[src/sv/rsba_pkg.sv]
// ----------------------------------------------------------------------------
// Rotated scaled blit address package
// Shared widths, register codes, beat types and helpers.
// ----------------------------------------------------------------------------
`default_nettype none
package rsba_pkg;

    localparam int PANEL_COLS_DEF = 800;
    localparam int PANEL_ROWS_DEF = 480;

    localparam int DIM_W     = 13;
    localparam int STEP_W    = 12;
    localparam int PROD_W    = 25;
    localparam int QUO_W     = 12;
    localparam int POS_W     = 15;
    localparam int SRC_W     = 26;
    localparam int DST_W     = 21;
    localparam int CFG_IDX_W = 3;

    localparam logic [DIM_W-1:0] DIM_MAX = 13'd4096;

    localparam logic [CFG_IDX_W-1:0] REG_ROTATION    = 3'd0;
    localparam logic [CFG_IDX_W-1:0] REG_DEST_LEFT   = 3'd1;
    localparam logic [CFG_IDX_W-1:0] REG_DEST_TOP    = 3'd2;
    localparam logic [CFG_IDX_W-1:0] REG_DEST_COLS   = 3'd3;
    localparam logic [CFG_IDX_W-1:0] REG_DEST_ROWS   = 3'd4;
    localparam logic [CFG_IDX_W-1:0] REG_SOURCE_COLS = 3'd5;
    localparam logic [CFG_IDX_W-1:0] REG_SOURCE_ROWS = 3'd6;

    typedef struct packed {
        logic [STEP_W-1:0] step_col;
        logic [STEP_W-1:0] step_row;
    } t_in;

    typedef struct packed {
        logic             in_view;
        logic [SRC_W-1:0] source_offset;
        logic [DST_W-1:0] dest_offset;
    } t_out;

    // One divider lane: partial remainder and quotient bits found so far.
    typedef struct packed {
        logic [PROD_W-1:0] rem;
        logic [QUO_W-1:0]  quo;
    } t_lane;

    // Destination side results riding along with the divider.
    typedef struct packed {
        logic              empty;
        logic              clamp_x;
        logic              clamp_y;
        logic              in_view;
        logic [STEP_W-1:0] px;
        logic [STEP_W-1:0] py;
    } t_pass;

    function automatic logic [DIM_W-1:0] sat_dim(input logic [DIM_W-1:0] v);
        return (v > DIM_MAX) ? DIM_MAX : v;
    endfunction

endpackage
`default_nettype wire

[src/sv/rsba_front.sv]
// ----------------------------------------------------------------------------
// Rotated scaled blit address front stage
// Forms the scale products, rotates and clips the destination point.
// ----------------------------------------------------------------------------
`default_nettype none
module rsba_front #(
    parameter int PANEL_COLS = rsba_pkg::PANEL_COLS_DEF,
    parameter int PANEL_ROWS = rsba_pkg::PANEL_ROWS_DEF
) (
    input  wire                          i_clk,
    input  wire                          i_rst_n,
    input  wire                          i_valid,
    input  rsba_pkg::t_in                i_item,
    input  wire  [1:0]                   i_rotation,
    input  wire  [rsba_pkg::DIM_W-1:0]   i_dest_left,
    input  wire  [rsba_pkg::DIM_W-1:0]   i_dest_top,
    input  wire  [rsba_pkg::DIM_W-1:0]   i_dcols,
    input  wire  [rsba_pkg::DIM_W-1:0]   i_drows,
    input  wire  [rsba_pkg::DIM_W-1:0]   i_scols,
    input  wire  [rsba_pkg::DIM_W-1:0]   i_srows,
    output logic                         o_valid,
    output rsba_pkg::t_lane              o_lane_x,
    output rsba_pkg::t_lane              o_lane_y,
    output rsba_pkg::t_pass              o_pass
);
    import rsba_pkg::*;

    localparam logic signed [POS_W-1:0] COLS_S = POS_W'(PANEL_COLS);
    localparam logic signed [POS_W-1:0] ROWS_S = POS_W'(PANEL_ROWS);
    localparam logic signed [POS_W-1:0] ONE_S  = POS_W'(1);

    logic signed [POS_W-1:0] x, y, px, py;
    logic                    view;
    t_lane                   n_lane_x, n_lane_y;
    t_pass                   n_pass;
    logic                    r_valid;
    t_lane                   r_lane_x, r_lane_y;
    t_pass                   r_pass;

    always_comb begin
        x = $signed({{(POS_W-DIM_W){i_dest_left[DIM_W-1]}}, i_dest_left})
            + $signed({{(POS_W-STEP_W){1'b0}}, i_item.step_col});
        y = $signed({{(POS_W-DIM_W){i_dest_top[DIM_W-1]}}, i_dest_top})
            + $signed({{(POS_W-STEP_W){1'b0}}, i_item.step_row});
        case (i_rotation)
            2'd1: begin
                px = y;
                py = ROWS_S - ONE_S - x;
            end
            2'd2: begin
                px = COLS_S - ONE_S - x;
                py = ROWS_S - ONE_S - y;
            end
            2'd3: begin
                px = COLS_S - ONE_S - y;
                py = x;
            end
            default: begin
                px = x;
                py = y;
            end
        endcase
        view = (px >= 0) && (px < COLS_S) && (py >= 0) && (py < ROWS_S);

        n_lane_x.rem = PROD_W'(i_item.step_col) * PROD_W'(i_scols);
        n_lane_x.quo = '0;
        n_lane_y.rem = PROD_W'(i_item.step_row) * PROD_W'(i_srows);
        n_lane_y.quo = '0;

        n_pass.empty   = (i_dcols == '0) || (i_drows == '0) || (i_scols == '0)
                         || (i_srows == '0);
        // A step at or beyond the rectangle edge maps past the source edge.
        n_pass.clamp_x = {1'b0, i_item.step_col} >= i_dcols;
        n_pass.clamp_y = {1'b0, i_item.step_row} >= i_drows;
        n_pass.in_view = view;
        n_pass.px      = px[STEP_W-1:0];
        n_pass.py      = py[STEP_W-1:0];
    end

    always_ff @(posedge i_clk) begin
        if (!i_rst_n) begin
            r_valid <= 1'b0;
        end else begin
            r_valid <= i_valid;
        end
        r_lane_x <= n_lane_x;
        r_lane_y <= n_lane_y;
        r_pass   <= n_pass;
    end

    assign o_valid  = r_valid;
    assign o_lane_x = r_lane_x;
    assign o_lane_y = r_lane_y;
    assign o_pass   = r_pass;

endmodule
`default_nettype wire

[src/sv/rsba_cell.sv]
// ----------------------------------------------------------------------------
// Rotated scaled blit address divider cell
// Resolves one quotient bit for both axes and hands the beat on.
// ----------------------------------------------------------------------------
`default_nettype none
module rsba_cell #(
    parameter int BIT = 0
) (
    input  wire                          i_clk,
    input  wire                          i_rst_n,
    input  wire                          i_valid,
    input  rsba_pkg::t_lane              i_lane_x,
    input  rsba_pkg::t_lane              i_lane_y,
    input  rsba_pkg::t_pass              i_pass,
    input  wire  [rsba_pkg::DIM_W-1:0]   i_div_x,
    input  wire  [rsba_pkg::DIM_W-1:0]   i_div_y,
    output logic                         o_valid,
    output rsba_pkg::t_lane              o_lane_x,
    output rsba_pkg::t_lane              o_lane_y,
    output rsba_pkg::t_pass              o_pass
);
    import rsba_pkg::*;

    logic [PROD_W-1:0] trial_x, trial_y;
    t_lane             n_lane_x, n_lane_y;
    logic              r_valid;
    t_lane             r_lane_x, r_lane_y;
    t_pass             r_pass;

    always_comb begin
        trial_x  = PROD_W'(i_div_x) << BIT;
        trial_y  = PROD_W'(i_div_y) << BIT;
        n_lane_x = i_lane_x;
        n_lane_y = i_lane_y;
        if (i_lane_x.rem >= trial_x) begin
            n_lane_x.rem      = i_lane_x.rem - trial_x;
            n_lane_x.quo[BIT] = 1'b1;
        end
        if (i_lane_y.rem >= trial_y) begin
            n_lane_y.rem      = i_lane_y.rem - trial_y;
            n_lane_y.quo[BIT] = 1'b1;
        end
    end

    always_ff @(posedge i_clk) begin
        if (!i_rst_n) begin
            r_valid <= 1'b0;
        end else begin
            r_valid <= i_valid;
        end
        r_lane_x <= n_lane_x;
        r_lane_y <= n_lane_y;
        r_pass   <= i_pass;
    end

    assign o_valid  = r_valid;
    assign o_lane_x = r_lane_x;
    assign o_lane_y = r_lane_y;
    assign o_pass   = r_pass;

endmodule
`default_nettype wire

[src/sv/rsba_back.sv]
// ----------------------------------------------------------------------------
// Rotated scaled blit address back end
// Turns source and panel coordinates into byte offsets over two stages.
// ----------------------------------------------------------------------------
`default_nettype none
module rsba_back #(
    parameter int PANEL_COLS = rsba_pkg::PANEL_COLS_DEF
) (
    input  wire                          i_clk,
    input  wire                          i_rst_n,
    input  wire                          i_valid,
    input  wire  [rsba_pkg::QUO_W-1:0]   i_quo_x,
    input  wire  [rsba_pkg::QUO_W-1:0]   i_quo_y,
    input  rsba_pkg::t_pass              i_pass,
    input  wire  [rsba_pkg::DIM_W-1:0]   i_scols,
    input  wire  [rsba_pkg::DIM_W-1:0]   i_srows,
    output logic                         o_strobe,
    output rsba_pkg::t_out               o_result
);
    import rsba_pkg::*;

    localparam logic [DIM_W-1:0] COLS_C = DIM_W'(PANEL_COLS);

    logic [DIM_W-1:0]  scols_m1, srows_m1;
    logic [QUO_W-1:0]  sx, sy;
    logic [SRC_W-1:0]  sum_s, sum_d;
    t_out              n_result;

    logic              r_valid1, r_strobe;
    logic [PROD_W-1:0] r_mul_s, r_mul_d;
    logic [QUO_W-1:0]  r_sx;
    logic [STEP_W-1:0] r_px;
    logic              r_view, r_empty;
    t_out              r_result;

    always_comb begin
        scols_m1 = i_scols - DIM_W'(1);
        srows_m1 = i_srows - DIM_W'(1);
        sx = i_pass.clamp_x ? scols_m1[QUO_W-1:0] : i_quo_x;
        sy = i_pass.clamp_y ? srows_m1[QUO_W-1:0] : i_quo_y;

        sum_s = SRC_W'(r_mul_s) + SRC_W'(r_sx);
        sum_d = SRC_W'(r_mul_d) + SRC_W'(r_px);
        n_result.in_view       = r_view && !r_empty;
        n_result.source_offset = r_empty ? '0 : (sum_s << 1) + sum_s;
        n_result.dest_offset   = n_result.in_view ? DST_W'((sum_d << 1) + sum_d) : '0;
    end

    always_ff @(posedge i_clk) begin
        if (!i_rst_n) begin
            r_valid1 <= 1'b0;
            r_strobe <= 1'b0;
        end else begin
            r_valid1 <= i_valid;
            r_strobe <= r_valid1;
        end
        r_mul_s  <= PROD_W'(sy) * PROD_W'(i_scols);
        r_mul_d  <= PROD_W'(i_pass.py) * PROD_W'(COLS_C);
        r_sx     <= sx;
        r_px     <= i_pass.px;
        r_view   <= i_pass.in_view;
        r_empty  <= i_pass.empty;
        r_result <= n_result;
    end

    assign o_strobe = r_strobe;
    assign o_result = r_result;

endmodule
`default_nettype wire

[src/sv/rotated_scaled_blit_address.sv]
// ----------------------------------------------------------------------------
// Rotated scaled blit address unit
// Pipeline: a front stage, one divider cell per source coordinate bit, twelve
// in all, and two offset stages lead from start to the result strobe.
// Throughput: one beat per cycle; busy stays low and the receiver cannot stall.
// Reset is synchronous and active low: it clears the pipeline valids and sets
// rotation and origin to zero and all four extents to one.
// ----------------------------------------------------------------------------
`default_nettype none
module rotated_scaled_blit_address #(
    parameter int PANEL_COLS = rsba_pkg::PANEL_COLS_DEF,
    parameter int PANEL_ROWS = rsba_pkg::PANEL_ROWS_DEF
) (
    input  wire                            i_clk,
    input  wire                            i_rst_n,
    input  wire                            start,
    output logic                           busy,
    input  rsba_pkg::t_in                  i_item,
    output logic                           o_strobe,
    output rsba_pkg::t_out                 o_result,
    input  wire                            i_cfg_we,
    input  wire  [rsba_pkg::CFG_IDX_W-1:0] i_cfg_idx,
    input  wire  [rsba_pkg::DIM_W-1:0]     i_cfg_data
);
    import rsba_pkg::*;

    logic [1:0]       r_rotation;
    logic [DIM_W-1:0] r_dest_left, r_dest_top;
    logic [DIM_W-1:0] r_dest_cols, r_dest_rows, r_source_cols, r_source_rows;
    logic [DIM_W-1:0] dcols, drows, scols, srows;

    logic  valid [0:QUO_W];
    t_lane lane_x [0:QUO_W];
    t_lane lane_y [0:QUO_W];
    t_pass pass [0:QUO_W];

    always_ff @(posedge i_clk) begin
        if (!i_rst_n) begin
            r_rotation    <= 2'd0;
            r_dest_left   <= '0;
            r_dest_top    <= '0;
            r_dest_cols   <= DIM_W'(1);
            r_dest_rows   <= DIM_W'(1);
            r_source_cols <= DIM_W'(1);
            r_source_rows <= DIM_W'(1);
        end else if (i_cfg_we) begin
            unique case (i_cfg_idx)
                REG_ROTATION:    r_rotation    <= i_cfg_data[1:0];
                REG_DEST_LEFT:   r_dest_left   <= i_cfg_data;
                REG_DEST_TOP:    r_dest_top    <= i_cfg_data;
                REG_DEST_COLS:   r_dest_cols   <= i_cfg_data;
                REG_DEST_ROWS:   r_dest_rows   <= i_cfg_data;
                REG_SOURCE_COLS: r_source_cols <= i_cfg_data;
                REG_SOURCE_ROWS: r_source_rows <= i_cfg_data;
                default: ;
            endcase
        end
    end

    assign dcols = sat_dim(r_dest_cols);
    assign drows = sat_dim(r_dest_rows);
    assign scols = sat_dim(r_source_cols);
    assign srows = sat_dim(r_source_rows);
    assign busy  = 1'b0;

    rsba_front #(
        .PANEL_COLS (PANEL_COLS),
        .PANEL_ROWS (PANEL_ROWS)
    ) u_front (
        .i_clk       (i_clk),
        .i_rst_n     (i_rst_n),
        .i_valid     (start && !busy),
        .i_item      (i_item),
        .i_rotation  (r_rotation),
        .i_dest_left (r_dest_left),
        .i_dest_top  (r_dest_top),
        .i_dcols     (dcols),
        .i_drows     (drows),
        .i_scols     (scols),
        .i_srows     (srows),
        .o_valid     (valid[0]),
        .o_lane_x    (lane_x[0]),
        .o_lane_y    (lane_y[0]),
        .o_pass      (pass[0])
    );

    // Quotient bits are resolved most significant first along the chain.
    for (genvar k = 0; k < QUO_W; k++) begin : g_cell
        rsba_cell #(
            .BIT (QUO_W - 1 - k)
        ) u_cell (
            .i_clk    (i_clk),
            .i_rst_n  (i_rst_n),
            .i_valid  (valid[k]),
            .i_lane_x (lane_x[k]),
            .i_lane_y (lane_y[k]),
            .i_pass   (pass[k]),
            .i_div_x  (dcols),
            .i_div_y  (drows),
            .o_valid  (valid[k+1]),
            .o_lane_x (lane_x[k+1]),
            .o_lane_y (lane_y[k+1]),
            .o_pass   (pass[k+1])
        );
    end

    rsba_back #(
        .PANEL_COLS (PANEL_COLS)
    ) u_back (
        .i_clk    (i_clk),
        .i_rst_n  (i_rst_n),
        .i_valid  (valid[QUO_W]),
        .i_quo_x  (lane_x[QUO_W].quo),
        .i_quo_y  (lane_y[QUO_W].quo),
        .i_pass   (pass[QUO_W]),
        .i_scols  (scols),
        .i_srows  (srows),
        .o_strobe (o_strobe),
        .o_result (o_result)
    );

`ifndef SYNTHESIS
    a_clip_zero: assert property (@(posedge i_clk) disable iff (!i_rst_n)
        o_strobe && !o_result.in_view |-> o_result.dest_offset == '0)
        else $error("clipped beat carries a destination offset");

    a_strobe_follows_chain: assert property (@(posedge i_clk) disable iff (!i_rst_n)
        valid[QUO_W] |=> ##1 o_strobe)
        else $error("beat leaving the divider chain was lost");

    a_no_ghost: assert property (@(posedge i_clk) disable iff (!i_rst_n)
        o_strobe |-> $past(valid[QUO_W], 2))
        else $error("result strobe without a beat from the divider chain");
`endif

endmodule
`default_nettype wire

[config.mk]
export PLATFORM = sky130hd
export DESIGN_NAME = rotated_scaled_blit_address
export DESIGN_NICKNAME = d
export VERILOG_FILES = /design/src/sv/rsba_pkg.sv /design/src/sv/rsba_front.sv /design/src/sv/rsba_cell.sv /design/src/sv/rsba_back.sv /design/src/sv/rotated_scaled_blit_address.sv
export SDC_FILE = /design/constraint.sdc
export NUM_CORES = 2
export LEC_CHECK = 0
export BUFFER_PORTS_ARGS = -buffer_cell sky130_fd_sc_hd__buf_2
export CAP_MARGIN = 30
export CELL_PAD_IN_SITES_DETAIL_PLACEMENT = 1
export CELL_PAD_IN_SITES_GLOBAL_PLACEMENT = 1
export CORE_ASPECT_RATIO = 1.75
export CORE_MARGIN = 2
export CORE_UTILIZATION = 50
export CTS_CLUSTER_DIAMETER = 120
export DETAILED_ROUTE_END_ITERATION = 6
export GPL_ROUTABILITY_DRIVEN = 0
export PLACE_DENSITY_LB_ADDON = 0.1
export SYNTH_ARGS = -nofsm -noshare
export SYNTH_HDL_FRONTEND = slang
export SYNTH_SLANG_ARGS = --single-unit
[constraint.sdc]
create_clock -name i_clk -period 9.05 [get_ports i_clk]
set_clock_uncertainty 0.1 [all_clocks]
set_input_delay 0.4525 -clock i_clk [delete_from_list [all_inputs] [get_ports i_clk]]
set_output_delay 0.4525 -clock i_clk [all_outputs]
set_load 0.02 [all_outputs]
# [Word level (Yosys, flattened, before mapping)]
# Cells that the tools add are included.
[classes] add_sub_neg=34 multipliers=4 order_cmp=34 n_eq_ne=9 n_mux=30 reduce_logical=20
[op_table] operator="two-way mux 25 bit" count=20
[op_table] operator="one-hot mux 15 bit (3 select lines)" count=2
[op_table] operator="multiplier 12 x 13 -> 25 bit" count=3
[op_table] operator="> comparator 13 bit, second input constant" count=4
[op_table] operator="logical NOT 13 bit" count=4
[op_table] operator="two-way mux 13 bit" count=4
[op_table] operator="two-way mux 26 bit" count=2
[op_table] operator="greater-or-equal comparator 25 x 13 -> 1 bit" count=2
[op_table] operator="greater-or-equal comparator 25 x 14 -> 1 bit" count=2
[op_table] operator="greater-or-equal comparator 25 x 15 -> 1 bit" count=2
[op_table] operator="greater-or-equal comparator 25 x 16 -> 1 bit" count=2
[op_table] operator="greater-or-equal comparator 25 x 17 -> 1 bit" count=2
[op_table] operator="greater-or-equal comparator 25 x 18 -> 1 bit" count=2
[op_table] operator="greater-or-equal comparator 25 x 19 -> 1 bit" count=2
[op_table] operator="greater-or-equal comparator 25 x 20 -> 1 bit" count=2
[op_table] operator="greater-or-equal comparator 25 x 21 -> 1 bit" count=2
[op_table] operator="greater-or-equal comparator 25 x 22 -> 1 bit" count=2
[op_table] operator="greater-or-equal comparator 25 x 23 -> 1 bit" count=2
[op_table] operator="greater-or-equal comparator 25 x 24 -> 1 bit" count=2
[op_table] operator="subtractor 25 x 14 -> 25 bit" count=2
[op_table] operator="subtractor 25 x 15 -> 25 bit" count=2
[op_table] operator="subtractor 25 x 16 -> 25 bit" count=2
[op_table] operator="subtractor 25 x 17 -> 25 bit" count=2
[op_table] operator="subtractor 25 x 18 -> 25 bit" count=2
[op_table] operator="30 further kinds" count=58
[totals] reg_bits=1330 out_inout_bits=50 elab_cells=310

# [Depth between registers and ports, before layout]
[logic_depth] word_depth=7 mapped_depth=33

# [Modules after synthesis]
# From an unflattened synthesis, not the netlist that was laid out.
[unflattened] hier_cells=8356 area_unflattened_um2=79897.9
[modules_own_cells] module="rsba_front" n_inst=1 cells_per_inst=1742 area_per_inst_um2=14899.3 seq_area_each_um2=1581.5
[modules_own_cells] module="rsba_back" n_inst=1 cells_per_inst=1458 area_per_inst_um2=12574.6 seq_area_each_um2=2342.2
[modules_own_cells] module="rsba_cell (g_cell[7].u_cell)" n_inst=1 cells_per_inst=433 area_per_inst_um2=4249.1 seq_area_each_um2=2062.0
[modules_own_cells] module="rsba_cell (g_cell[4].u_cell)" n_inst=1 cells_per_inst=404 area_per_inst_um2=4245.3 seq_area_each_um2=2062.0
[modules_own_cells] module="rsba_cell (g_cell[11].u_cell)" n_inst=1 cells_per_inst=424 area_per_inst_um2=4222.8 seq_area_each_um2=2062.0
[modules_own_cells] module="rsba_cell (g_cell[10].u_cell)" n_inst=1 cells_per_inst=427 area_per_inst_um2=4196.5 seq_area_each_um2=2062.0
[modules_own_cells] module="rsba_cell (g_cell[8].u_cell)" n_inst=1 cells_per_inst=410 area_per_inst_um2=4151.5 seq_area_each_um2=2062.0
[modules_own_cells] module="rsba_cell (g_cell[3].u_cell)" n_inst=1 cells_per_inst=390 area_per_inst_um2=4125.2 seq_area_each_um2=2062.0
[modules_own_cells] module="rsba_cell (g_cell[9].u_cell)" n_inst=1 cells_per_inst=421 area_per_inst_um2=4101.4 seq_area_each_um2=2062.0
[modules_own_cells] module="rsba_cell (g_cell[6].u_cell)" n_inst=1 cells_per_inst=406 area_per_inst_um2=4033.9 seq_area_each_um2=2062.0
[modules_own_cells] module="rsba_cell (g_cell[5].u_cell)" n_inst=1 cells_per_inst=403 area_per_inst_um2=4025.1 seq_area_each_um2=2062.0
[modules_own_cells] module="rsba_cell (g_cell[1].u_cell)" n_inst=1 cells_per_inst=360 area_per_inst_um2=3990.1 seq_area_each_um2=2062.0
[modules_own_cells] module="rsba_cell (g_cell[0].u_cell)" n_inst=1 cells_per_inst=363 area_per_inst_um2=3890.0 seq_area_each_um2=2062.0
[modules_own_cells] module="rsba_cell (g_cell[2].u_cell)" n_inst=1 cells_per_inst=376 area_per_inst_um2=3878.7 seq_area_each_um2=2062.0
[modules_own_cells] module="rotated_scaled_blit_address" n_inst=1 cells_per_inst=339 area_per_inst_um2=3314.4 seq_area_each_um2=1601.5

# [Worst setup path after synthesis]
# Ideal clock, no wire load.
[synth_timing] kind="register -> register" start="register r_source_rows[12]" end="register u_back.r_mul_s[23]" arrival_time_ns=6.872 setup_slack_ns=2.006 stages_incl_launch_ff=31 path_cell_list="dfxtp_1 clkbuf_1 clkbuf_1 nor2b_1 clkbuf_1 inv_1 ha_1 nand2_1 nor3_1 nand2b_1 nor2_1 xnor2_1 a21oi_1 nand2_1 fa_1 fa_1 fa_1 inv_1 fa_1 inv_1 fa_1 inv_1 ha_1 a2111oi_0 nor3_1 a41oi_2 a2111oi_0 or3_1 a31o_2 a21oi_1 xnor2_1"
[synth_via] elab_chain_len=5
[synth_rtl] item="start: declaration" line_no="rotated_scaled_blit_address.sv:29" text="logic [DIM_W-1:0] r_dest_cols, r_dest_rows, r_source_cols, r_source_rows;"
[synth_rtl] item="start signal: assignment" line_no="rotated_scaled_blit_address.sv:54" text="REG_SOURCE_ROWS: r_source_rows <= i_cfg_data;"
[synth_rtl] item="> comparator 13 bit" line_no="rsba_pkg.sv:58" text="return (v > DIM_MAX) ? DIM_MAX : v;"
[synth_rtl] item="two-way mux 13 bit" line_no="rsba_pkg.sv:58"
[synth_rtl] item="subtractor 12 x 1 -> 12 bit" line_no="rsba_back.sv:38" text="srows_m1 = i_srows - DIM_W'(1);"
[synth_rtl] item="two-way mux 12 bit" line_no="rsba_back.sv:40" text="sy = i_pass.clamp_y ? srows_m1[QUO_W-1:0] : i_quo_y;"
[synth_rtl] item="multiplier 12 x 13 -> 25 bit" line_no="rsba_back.sv:57" text="r_mul_s <= PROD_W'(sy) * PROD_W'(i_scols);"
[synth_rtl] item="end signal: assignment" line_no="rsba_back.sv:57"
[synth_rtl] item="end: declaration" line_no="rsba_back.sv:30" text="logic [PROD_W-1:0] r_mul_s, r_mul_d;"
# No other way between the ends.
# A chain may end at the register's enable or synchronous reset.

# [Worst setup path in the final report]
# Same ends and word-level chain as after synthesis.

==> results_dict.tcl <==
set metrics [dict create \
    fin_nets 8578 \
    layout_setup_ws_ns 1.11 \
    endpoint_kind "flop" \
    power.switching_fraction_pct 38.8 \
    pre_cts_ws_ns 1.14 \
    final_core_utilization_pct 55.5 \
    synthDominantCellAreaShare_pct 38.1 \
    required_ns 9.62 \
    synth_top_family_by_area "adder cells" \
    synthTopCellsByArea "sky130_fd_sc_hd__dfxtp_1, sky130_fd_sc_hd__ha_1, sky130_fd_sc_hd__fa_1, sky130_fd_sc_hd__nand2_1, sky130_fd_sc_hd__xnor2_1" \
    max_cap_violations 0 \
    postCtsHoldBufs 11 \
    h-tree-depth 3 \
    rsz0062_at_grt "no" \
    rr_endpoint "u_back.r_mul_s[23]$_DFF_P_" \
    worstPathArrival_ns 8.51 \
    yosys.cell_count.top_type "sky130_fd_sc_hd__dfxtp_1" \
    final_setup_violating_endpoints 0 \
    final_min_period_over_clock_period_pct 87.7 \
    antenna_left 0 \
    grt_pass1_vias 59300 \
    cts_buffers 119 \
    synth_ff_type "sky130_fd_sc_hd__dfxtp_1" \
    p_total_uw 24600 \
    regToRegStartpoint "r_source_rows[12]$_SDFFE_PN0P_" \
    port_buffers 92 \
    syn_area_um2 70000 \
    synthAdderAreaFrac_pct 22.2 \
    critical_path.endpoint "u_back.r_mul_s[23]$_DFF_P_" \
    slew_headroom_pct 31.6 \
    synth-edff-count 0 \
    run_status "finished, final reports clean" \
    total_routing_resource_utilization_after_global_routing_pct 28.7 \
    syn-instance-count 7382 \
    timing.fmax_mhz 126 \
    internal_power_uw 15100 \
    rrSetupSlack_ns 1.11 \
    maxSlewViolCount 0 \
    timing.critical_path.from_type "flop" \
    cts-resized-gates 0 \
    p_leak_uw 0.0343 \
    hpwl_um 161000 \
    fin_setup_tns_ns 0 \
    die-width_um 287 \
    leading_cell_types_by_count_after_synthesis "sky130_fd_sc_hd__dfxtp_1, sky130_fd_sc_hd__nand2_1, sky130_fd_sc_hd__inv_1" \
    synth_compound_area_share_pct 12.1 \
    final_layout_size_suffix_gt1_share_pct 7.08 \
    flops_latches_synth 1330 \
    initial_antenna_violation_count 16 \
    die_area_um2 143000 \
    max_slew.worst_pin.slew_ns 1.02 \
    cts_tree "built" \
    vias 53100 \
    floorplan.die.height_um 499 \
    overflow 0 \
    worst-r2r-cell-count 28 \
    irDropWorstVdd_uv 210 \
    synth-seq-area-share_pct 38.1 \
    synth_area_per_cell_um2 9.48 \
    period_minus_slack_ns 7.94 \
    finalHoldViolCount 0 \
    netSwitchingPower_uw 9560 \
    yosysUniqueCellTypes 94 \
    multiplexer_area_fraction_after_synthesis_pct 1.72 \
    vias_per_cell 5.61 \
    cellPowerDensity_nw_per_um2 319 \
    initial_core_util_pct 50.3 \
    wire_length_of_the_first_global_routing_pass_um 320000 \
    route.final.wire_length_um 205000 \
    clkTransAtPathRegs_ns 0.07 \
    worst_setup_path_startpoint "r_source_rows[12]$_SDFFE_PN0P_" \
    clockPowerShare_pct 21.9 \
    synth_xor_area_share_pct 5.71 \
    combinationalPowerShare_pct 42.6 \
    critical_path.most_common_cell "sky130_fd_sc_hd__fa_1" \
    ctsLongestPathBuffers 3 \
    layout.filler_cells 15800 \
    clkLatencyLatePin_ns 0.77 \
    fp-row-count 181 \
    synthArstFlopShare_pct 0 \
    multi_input_area_um2 40200 \
    drt_iter0_markers 1782 \
    yosysWarnings 0 \
    root_buffer "sky130_fd_sc_hd__clkbuf_16" \
    synth_top_cell_by_area "sky130_fd_sc_hd__dfxtp_1" \
    post-cts-setup-buffer-count 0 \
    floorplan.core_area_um2 139000 \
    residual_drc 0 \
    grt_max_degree 96 \
    routedWlPerCell_um 21.7 \
    min-delay-start "i_cfg_data[11]" \
    area.sequential_um2 26600 \
    tritoncts_num_sinks 1330 \
    cp_slowest_cell "sky130_fd_sc_hd__dfxtp_1" \
    worst-path-max-fanout 16 \
    power.sequential.fraction_pct 35.5 \
    synth_simple_gate_area_share_pct 15.7 \
    synthesis.nets 8446 \
    class_of_the_most_critical_setup_path "reg2reg" \
    hold_path.class "in2reg" \
    syn2layout_area_growth_pct 10.3 \
    floorplan.io_pins 94 \
    crit_path_max_incr_delay_ns 0.69 \
    drtPass1Iterations 5 \
]
[how the worst min path moves through the flow]
stage | endpoint | slack (ns) | cells after the start
2_1_floorplan | g_cell[0].u_cell.o_pass[0]$_DFF_P_ | 0.21 | 0
3_3_place_gp | g_cell[2].u_cell.o_pass[1]$_DFF_P_ | 0.21 | 0
3_5_place_dp | g_cell[3].u_cell.o_pass[0]$_DFF_P_ | 0.21 | 0
4_1_cts | r_source_cols[11]$_SDFFE_PN0P_ | 0.008 | 3
5_1_grt | r_source_cols[11]$_SDFFE_PN0P_ | 0.03 | 3
6_report | r_source_cols[11]$_SDFFE_PN0P_ | 0.06 | 3
[cells in the final DEF, fill, tap and decap left out, types with 16 or more instances in the layout]
cell / netlist / layout
sky130_fd_sc_hd__xor2_1: 164 / 164
sky130_fd_sc_hd__buf_2: 13 / 96
sky130_fd_sc_hd__nor4b_1: 16 / 16
sky130_fd_sc_hd__mux2_2: 72 / 72
sky130_fd_sc_hd__inv_1: 658 / 658
sky130_fd_sc_hd__ha_1: 655 / 655
sky130_fd_sc_hd__fa_1: 365 / 365
sky130_fd_sc_hd__or3_1: 55 / 55
sky130_fd_sc_hd__nand2b_1: 76 / 76
sky130_fd_sc_hd__buf_4: 9 / 75
sky130_fd_sc_hd__a21o_1: 137 / 137
sky130_fd_sc_hd__inv_6: 0 / 16
sky130_fd_sc_hd__o21bai_1: 28 / 28
sky130_fd_sc_hd__clkinv_2: 0 / 21
sky130_fd_sc_hd__a21boi_0: 145 / 145
sky130_fd_sc_hd__nor2_1: 499 / 499
sky130_fd_sc_hd__dfxtp_1: 1330 / 1329
sky130_fd_sc_hd__o211ai_1: 16 / 16
sky130_fd_sc_hd__clkbuf_16: 0 / 119
sky130_fd_sc_hd__nor2b_1: 119 / 116
sky130_fd_sc_hd__o21a_1: 49 / 49
sky130_fd_sc_hd__and3_1: 39 / 39
sky130_fd_sc_hd__o21ai_0: 287 / 287
sky130_fd_sc_hd__nand3b_1: 16 / 16
sky130_fd_sc_hd__nand3_1: 86 / 86
sky130_fd_sc_hd__nand4b_1: 20 / 20
sky130_fd_sc_hd__a31oi_1: 27 / 27
sky130_fd_sc_hd__and2_1: 145 / 145
sky130_fd_sc_hd__mux2i_1: 39 / 39
sky130_fd_sc_hd__clkbuf_8: 0 / 19
sky130_fd_sc_hd__nor3_1: 146 / 145
sky130_fd_sc_hd__xnor2_1: 292 / 292
sky130_fd_sc_hd__or2_2: 24 / 24
sky130_fd_sc_hd__or4_1: 21 / 21
sky130_fd_sc_hd__a21oi_1: 374 / 373
sky130_fd_sc_hd__o31ai_1: 46 / 46
sky130_fd_sc_hd__nand4_1: 66 / 66
sky130_fd_sc_hd__nand2_1: 874 / 874
sky130_fd_sc_hd__a211oi_1: 38 / 38
sky130_fd_sc_hd__nor4_1: 71 / 71
[area by class of cell]
| class | count | area share (%) |
|---|---|---|
| inverter | 658 | 3.20 |
| clock inverter | 76 | 1.28 |
| sequential | 1330 | 34.5 |
| multi-input combinational | 5215 | 52.1 |
| timing repair buffer | 190 | 1.67 |
| antenna | 10 | 0.0324 |
| tap | 1830 | 2.97 |
| clock buffer | 146 | 4.24 |
[power by group through the flow]
stage	registers (µW)	logic [µW]	clock network (µW)
detailed placement	8850	10400	0
global route	8880	11700	5760
global placement	8790	9960	0
floorplan	8320	7820	0
CTS	8750	10500	5520
finish	8750	10500	5390
[registers in the layout, summed over array words and instances, names as in the netlist, 13 cells and up]
signal	flops
r_dest_rows	13
r_source_rows	13
u_back.r_mul_d	16
r_source_cols	13
g_cell.u_cell.o_lane_y	353
r_dest_cols	13
r_dest_left	13
u_front.o_pass	28
r_dest_top	13
u_front.o_lane_x	25
g_cell.u_cell.o_pass	336
u_back.r_mul_s	25
u_back.o_result	48
u_front.o_lane_y	25
g_cell.u_cell.o_lane_x	353
[logic make-up (layout without fill, tap and decap cells)]
family | after synthesis | after routing
AO/OA/AOI/OAI | 1313 | 1313
XOR/XNOR | 456 | 456
adder cells (fa/ha/maj) | 1020 | 1020
buffers and inverters | 837 | 1070
flip-flops | 1330 | 1330
multiplexers | 111 | 111
other | 1 | 11
AND/OR/NAND/NOR | 2314 | 2314
[metrics by stage]
stage / hold slack [ns] / cell area (µm²) / cells
after global placement: 0.210 / 72600 / 9199
after CTS: 0.00788 / 77100 / 9442
after global routing: 0.0319 / 77100 / 9447
after floorplan: 0.210 / 70000 / 7382
after detailed placement: 0.213 / 72700 / 9209
final: 0.0567 / 77200 / 9455
[layer usage]
metal | GRT usage (%) | part of all wire (%) | up-vias
li1 | - | - | 25100
met1 | 25.5 | 32 | 26300
met2 | 56.8 | 56 | 1005
met3 | 4.38 | 3.6 | 632
met4 | 21.5 | 8.5 | 10
met5 | 0 | 0.032 | -
[worst max-delay path, delay by kind of cell, from the launching register on]
kind	cells	cell delay (ns)
adder cells (fa/ha/maj)	6	2.62
AO/OA/AOI/OAI	6	1.87
AND/OR/NAND/NOR	9	1.68
flip-flops	1	0.69
buffers and inverters	5	0.66
XOR/XNOR	2	0.25
No activity file was read; power rests on OpenSTA's default activity.
